## src/assert_macros.svh

```systemverilog
// assertion macros for the rtl
`ifndef ASSERT_MACROS_SVH
`define ASSERT_MACROS_SVH

// overlapping implication under synchronous active-low reset
`define ASSERT_IMP(lbl, clk, rst_n, a, c) \
    lbl: assert property (@(posedge clk) disable iff (!(rst_n)) (a) |-> (c)) \
        else $error("assertion failed");

// next-cycle implication under synchronous active-low reset
`define ASSERT_NXT(lbl, clk, rst_n, a, c) \
    lbl: assert property (@(posedge clk) disable iff (!(rst_n)) (a) |=> (c)) \
        else $error("assertion failed");

`endif

```

## src/mvwo_pkg.sv

```systemverilog
// package of the wavetable oscillator: widths, op codes, config indices and sequencer codes
`timescale 1ns / 1ps
`default_nettype none
package mvwo_pkg;
    localparam int VOICE_W   = 4;
    localparam int SUB_W     = 5;
    localparam int PIDX_W    = 11;
    localparam int SMP_W     = 24;
    localparam int FREQ_W    = 33;
    localparam int BASE_W    = 32;
    localparam int FRAC_W    = 24;
    localparam int PHASE_W   = PIDX_W + FRAC_W;
    localparam int DVD_W     = FREQ_W + FRAC_W;
    localparam int TPO_W     = 3;
    localparam int START_W   = 16;
    localparam int CFG_IDX_W = 1;

    localparam logic [1:0] OP_SAMPLE  = 2'd0;
    localparam logic [1:0] OP_RESET   = 2'd1;
    localparam logic [1:0] OP_WR_PT   = 2'd2;
    localparam logic [1:0] OP_WR_BASE = 2'd3;

    localparam logic [CFG_IDX_W-1:0] CFG_TPO   = 1'd0;
    localparam logic [CFG_IDX_W-1:0] CFG_START = 1'd1;

    typedef logic [2:0] t_state;
    localparam t_state ST_IDLE = 3'd0;
    localparam t_state ST_SRD  = 3'd1;
    localparam t_state ST_SCMP = 3'd2;
    localparam t_state ST_DIV  = 3'd3;
    localparam t_state ST_RDA  = 3'd4;
    localparam t_state ST_RDB  = 3'd5;
    localparam t_state ST_MUL  = 3'd6;
    localparam t_state ST_FIN  = 3'd7;
endpackage
`default_nettype wire

```

## src/mvwo_div.sv

```systemverilog
// restoring divider, one quotient bit per cycle
`timescale 1ns / 1ps
`default_nettype none
module mvwo_div (
    input  wire logic                          i_clk,
    input  wire logic                          i_rst_n,
    input  wire logic                          i_start,
    input  wire logic [mvwo_pkg::DVD_W-1:0]    i_dividend,
    input  wire logic [mvwo_pkg::BASE_W-1:0]   i_divisor,
    output logic                               o_done,
    output logic [mvwo_pkg::DVD_W-1:0]         o_quotient
);
    import mvwo_pkg::*;
    localparam int CNT_W = $clog2(DVD_W + 1);

    logic              r_busy;
    logic [CNT_W-1:0]  r_cnt;
    logic [BASE_W-1:0] r_rem;
    logic [BASE_W-1:0] r_dvs;
    logic [DVD_W-1:0]  r_quo;
    logic              r_done;
    logic [BASE_W:0]   w_t;
    logic [BASE_W:0]   w_diff;
    logic              w_ge;

    assign w_t    = {r_rem, r_quo[DVD_W-1]};
    assign w_ge   = (w_t >= {1'b0, r_dvs});
    assign w_diff = w_t - {1'b0, r_dvs};

    always_ff @(posedge i_clk) begin
        if (!i_rst_n) begin
            r_busy <= 1'b0;
            r_done <= 1'b0;
            r_cnt  <= '0;
        end else begin
            r_done <= 1'b0;
            if (i_start) begin
                r_busy <= 1'b1;
                r_cnt  <= '0;
            end else if (r_busy) begin
                r_cnt <= r_cnt + 1'b1;
                if (r_cnt == CNT_W'(DVD_W - 1)) begin
                    r_busy <= 1'b0;
                    r_done <= 1'b1;
                end
            end
        end
    end

    always_ff @(posedge i_clk) begin
        if (i_start) begin
            r_rem <= '0;
            r_dvs <= i_divisor;
            r_quo <= i_dividend;
        end else if (r_busy) begin
            r_rem <= w_ge ? w_diff[BASE_W-1:0] : w_t[BASE_W-1:0];
            r_quo <= {r_quo[DVD_W-2:0], w_ge};
        end
    end

    assign o_done     = r_done;
    assign o_quotient = r_quo;
endmodule
`default_nettype wire

```

## config.mk

```make
export PLATFORM = sky130hd
export DESIGN_NAME = mvwo_div
export DESIGN_NICKNAME = d
export VERILOG_FILES = /design/src/assert_macros.svh /design/src/mvwo_pkg.sv /design/src/mvwo_div.sv
export SDC_FILE = /design/constraint.sdc
export NUM_CORES = 1
export LEC_CHECK = 0
export BUFFER_PORTS_ARGS = -buffer_cell sky130_fd_sc_hd__buf_2
export CORE_MARGIN = 2
export CORE_UTILIZATION = 25
export DETAILED_ROUTE_END_ITERATION = 10
export SETUP_SLACK_MARGIN = 0.15
export SYNTH_ARGS = -nofsm -noshare
export SYNTH_HDL_FRONTEND = slang
export SYNTH_SLANG_ARGS = --single-unit
```

## constraint.sdc

```tcl
create_clock -name i_clk -period 2.9 [get_ports i_clk]
set_clock_uncertainty 0.1 [all_clocks]
set_input_delay 0.145 -clock i_clk [delete_from_list [all_inputs] [get_ports i_clk]]
set_output_delay 0.145 -clock i_clk [all_outputs]
set_load 0.005 [all_outputs]
```

==> flow_summary_export.csv <==
group,metric,value,unit
sta,slew_headroom,55.5,%
cts,cts_max_level,4,
routing,wire_per_inst,16.8,um
sta,unrepaired_setup_endpoints_after_global_routing,"true",
sta,final-hold-violation-count,0,
cts,clk_pin_slew_worst_paths,70,ps
placement,placed_area,8660,um2
critical_path,timing.critical_path.slowest_stage_cell,"sky130_fd_sc_hd__dfxtp_1",
yosys,synth-seq-cells,129,
cts,cts_buffers,17,
final_layout,layout.nets,1104,
critical_path,rr_endpoint,"r_rem[21]$_SDFFE_PP0P_",
critical_path,r2r_slack,70,ps
die,die_height,174,um
cts,cts-root-buf,"sky130_fd_sc_hd__clkbuf_16",
yosys,synth-edff-count,89,
routing,postRouteWirelength,23100,um
job,max_cap_viol_count,0,
critical_path,crit_chain,"ha_4 -> a21o_1 -> a21o_1 -> a21oi_2 -> o21a_1 -> o221ai_4 -> buf_12 -> buf_6 -> o21a_4 -> or3_1 -> a32o_1",
yosys,ys_types,65,
yosys,syn_nets,823,
cts,cts_max_path_buffers,2,
worst_hold_path,sink_of_the_worst_hold_path,"r_dvs[13]$_DFFE_PP_",
critical_path,timing.critical_path.slowest_cell_delay,430,ps
global_route,global_route.usage.total,15.0,%
critical_path,cp.required,3110,ps
routing,route.vias.total,6660,
final_layout,area_growth_syn_to_layout,47.4,%
placement,dp.final_hpwl,15200,um
die,rows,62,
routing,post_drt_via_cell_ratio,4.84,
die,io_pins,150,
pwr,vdd_ir_drop_max,0.000375,V
routing,drc,0,
cts,tritoncts,"done",
final_layout,final_layout_size_suffix_gt1_share,37.5,%
critical_path,critical_path_peak_fanout,6,
sta,min_period_over_period,97.7,%
global_route,grt_overflow_total,0,
yosys,dominantRegCellSynth,"sky130_fd_sc_hd__edfxtp_1",
sta,timing_worst_slew_pin_value,667,ps
die,placeableCoreArea,28600,um2
die,floorplan.initialDensity,25.4,%
global_route,grt_start_max_net_pins,58,
critical_path,cp-start-kind,"register",
global_route,initial_antenna_violation_count,1,
critical_path,crit_path_frequent_cell,"sky130_fd_sc_hd__a21o_1",
global_route,grt_first_pass_wirelength,35800,um
global_route,grt_pass1_vias,6870,
run_status,run_status,"finished clean",
sta,setup_viol_count_final,0,
cts,cts.sink_count,129,
sta,hold-worst-slack,143,ps
critical_path,cp_data_arrival_time,3050,ps
sta,final.min_clock_period,2830,ps
critical_path,category_of_the_most_critical_setup_path,"reg -> reg",
pwr,static-leakage-power,4.31,nW
worst_hold_path,hold_path_class,"in -> reg",
critical_path,critical_path.endpoint_type,"register",
critical_path,reg2regPathDepth,11,
worst_hold_path,hold_start,"i_start",
routing,drt_pass1_iterations,5,
placement,portBuffers,149,
die,design.die.area,30400,um2
yosys,synthesis.yosys.warnings,0,
sta,clock.fmax,0.353,GHz
yosys,post_synth_instance_area,7270,um2
yosys,synth_seq_area_share,47.8,%
yosys,synth-async-reset-ratio,0,%
die,floorplan.die.width,174,um
sta,final.setup.tns,0,ps
pwr,power_per_cell_area,519,nW/um2
sta,slew_violations,0,
routing,ant_nets,0,
critical_path,reg2reg_from,"r_rem[25]$_SDFFE_PP0P_",
yosys,synth_cells,696,
final_layout,stdcell_area,10700,um2
routing,dr.first_iter.drc_count,456,
placement,gp_congestion,0.875,
worst_hold_path,worst_hold_path.num_cells,1,
cts,clock_latency,430,ps
yosys,synth_area_per_cell,10.4,um2
pwr,totalPowerFinal,5.56,mW
[cell usage in the layout (no fill, tap or decap), types with 4 or more instances in the layout]
cell type                       instances
sky130_fd_sc_hd__ha_1                  20
sky130_fd_sc_hd__ha_4                  13
sky130_fd_sc_hd__o21ai_1                7
sky130_fd_sc_hd__nand3_1               24
sky130_fd_sc_hd__or3_1                  9
sky130_fd_sc_hd__inv_1                 41
sky130_fd_sc_hd__edfxtp_1              89
sky130_fd_sc_hd__nor3_1                 5
sky130_fd_sc_hd__inv_2                  5
sky130_fd_sc_hd__o221ai_1               4
sky130_fd_sc_hd__dfxtp_1               40
sky130_fd_sc_hd__dlygate4sd3_1         90
sky130_fd_sc_hd__a311oi_1              18
sky130_fd_sc_hd__buf_2                148
sky130_fd_sc_hd__nor4_1                 5
sky130_fd_sc_hd__a21oi_2                8
sky130_fd_sc_hd__o21a_1                 5
sky130_fd_sc_hd__mux2_2                57
sky130_fd_sc_hd__nor2_1                52
sky130_fd_sc_hd__buf_6                  6
sky130_fd_sc_hd__buf_4                 55
sky130_fd_sc_hd__nand4_1               15
sky130_fd_sc_hd__a21oi_1               22
sky130_fd_sc_hd__clkbuf_16             17
sky130_fd_sc_hd__o21a_4                 4
sky130_fd_sc_hd__xnor2_1               18
sky130_fd_sc_hd__xor2_1                11
sky130_fd_sc_hd__nand2_1               46
sky130_fd_sc_hd__o211ai_1               8
sky130_fd_sc_hd__a31oi_1                4
sky130_fd_sc_hd__mux2i_1                4
sky130_fd_sc_hd__o21ai_0               27
sky130_fd_sc_hd__a21o_1                15
sky130_fd_sc_hd__inv_6                  5
sky130_fd_sc_hd__o21ai_2                5
[worst max-delay path: cells and delay by family, from the launching register on]
| family | cells | cell delay (ps) |
|---|---|---|
| buf+inv | 2 | 270 |
| simple gates | 1 | 310 |
| flops | 1 | 430 |
| fa+ha+maj | 1 | 250 |
| compound gates | 7 | 1350 |
[worst max path at each step]
| stage | from | endpoint | slack [ps] | cells past startpoint |
|---|---|---|---|---|
| floorplan | r_dvs[5]$_DFFE_PP_ | r_rem[26]$_SDFFE_PP0P_ | 300 | 11 |
| global placement | r_rem[24]$_SDFFE_PP0P_ | r_rem[17]$_SDFFE_PP0P_ | 6 | 8 |
| detailed placement | r_dvs[25]$_DFFE_PP_ | r_rem[12]$_SDFFE_PP0P_ | 20 | 9 |
| CTS | r_dvs[4]$_DFFE_PP_ | r_rem[31]$_SDFFE_PP0P_ | 120 | 10 |
| global route | r_rem[25]$_SDFFE_PP0P_ | r_rem[21]$_SDFFE_PP0P_ | 4 | 11 |
| finish | r_rem[25]$_SDFFE_PP0P_ | r_rem[21]$_SDFFE_PP0P_ | 70 | 11 |
[power breakdown]
group | internal, mW | leakage (nW) | switching [mW]
logic | 0.651 | 2.84 | 0.649
registers | 2.15 | 1.21 | 0.103
clock network | 1.10 | 0.257 | 0.903
total | 3.91 | 4.31 | 1.65
[stage by stage]
step	setup slack, ps	std cells	util, %
floorplan	295	696	-
global placement	6.43	1232	30.2
detailed placement	19.0	1232	30.2
CTS	122	1363	36.2
global route	3.75	1375	37.4
finish	65.5	1375	37.4
[layer usage]
metal  track usage [%]  wire (um)  part of all wire [%]  vias up
li1                  -          -                     -     3170
met1              17.7       9580                    41     3150
met2              25.4      11100                    48      298
met3              4.99       1770                   7.7       42
met4              5.60        670                   2.9        0
met5                 0          0                     0        -
[cells by family after synthesis]
family / Yosys count / synth area share, %
mux: 61 / 9.39
fa+ha+maj: 35 / 6.13
flops: 129 / 47.8
simple gates: 188 / 12.6
buf+inv: 88 / 4.98
xor+xnor: 29 / 3.50
compound gates: 166 / 15.6
[sequential cells by signal (all words and copies together) (netlist names)]
signal / cells
r_busy: 1
r_dvs: 32
r_cnt: 6
o_done: 1
o_quotient: 57
r_rem: 32
[synthesized netlist by cell type, types with 3 or more instances]
cell type / number / area share (%)
sky130_fd_sc_hd__o211ai_1: 8 / 0.83
sky130_fd_sc_hd__xnor2_1: 18 / 2.2
sky130_fd_sc_hd__nand3b_1: 3 / 0.31
sky130_fd_sc_hd__a311oi_1: 20 / 2.4
sky130_fd_sc_hd__o21a_1: 5 / 0.52
sky130_fd_sc_hd__nand4_1: 15 / 1.3
sky130_fd_sc_hd__o21bai_1: 4 / 0.41
sky130_fd_sc_hd__mux2i_1: 4 / 0.55
sky130_fd_sc_hd__nor2_1: 55 / 2.8
sky130_fd_sc_hd__o21ai_1: 6 / 0.41
sky130_fd_sc_hd__a21oi_1: 31 / 2.1
sky130_fd_sc_hd__edfxtp_1: 89 / 37
sky130_fd_sc_hd__nand2_1: 47 / 2.4
sky130_fd_sc_hd__or3_1: 11 / 0.95
sky130_fd_sc_hd__xor2_1: 11 / 1.3
sky130_fd_sc_hd__or2_2: 3 / 0.26
sky130_fd_sc_hd__mux2_2: 57 / 8.8
sky130_fd_sc_hd__buf_2: 11 / 0.76
sky130_fd_sc_hd__nor4_1: 7 / 0.60
sky130_fd_sc_hd__buf_1: 4 / 0.21
sky130_fd_sc_hd__a211oi_1: 4 / 0.41
sky130_fd_sc_hd__a21o_1: 16 / 1.7
sky130_fd_sc_hd__a32o_1: 3 / 0.41
sky130_fd_sc_hd__clkbuf_1: 22 / 1.1
sky130_fd_sc_hd__ha_1: 34 / 5.9
sky130_fd_sc_hd__inv_1: 46 / 2.4
sky130_fd_sc_hd__nand3_1: 25 / 1.7
sky130_fd_sc_hd__nand2b_1: 3 / 0.26
sky130_fd_sc_hd__nor3_1: 7 / 0.48
sky130_fd_sc_hd__dfxtp_1: 40 / 11
sky130_fd_sc_hd__o221ai_1: 5 / 0.60
sky130_fd_sc_hd__o21ai_0: 35 / 2.4
sky130_fd_sc_hd__a31oi_1: 7 / 0.60
[cell type report]
| cell class | instances | area, um2 |
|---|---|---|
| clock buffers | 18 | 429 |
| diodes | 1 | 2.50 |
| multi-input cells | 482 | 3890 |
| flip-flops and latches | 129 | 3470 |
| well taps | 384 | 480 |
| inverters | 46 | 173 |
| fillers | 2788 | 17900 |
| repair buffers | 301 | 2160 |
| clock inverters | 14 | 105 |
[repair_timing]
action	4_1_cts	5_1_grt
pin swaps	12	48
endpoints found under the setup margin	29	33
buffers inserted	6	10
gates cloned	3	1
gates resized for setup	31	58
hold buffers	90	0
hold endpoints to repair	90	0
Note: power is estimated with default switching activity, not from simulation.
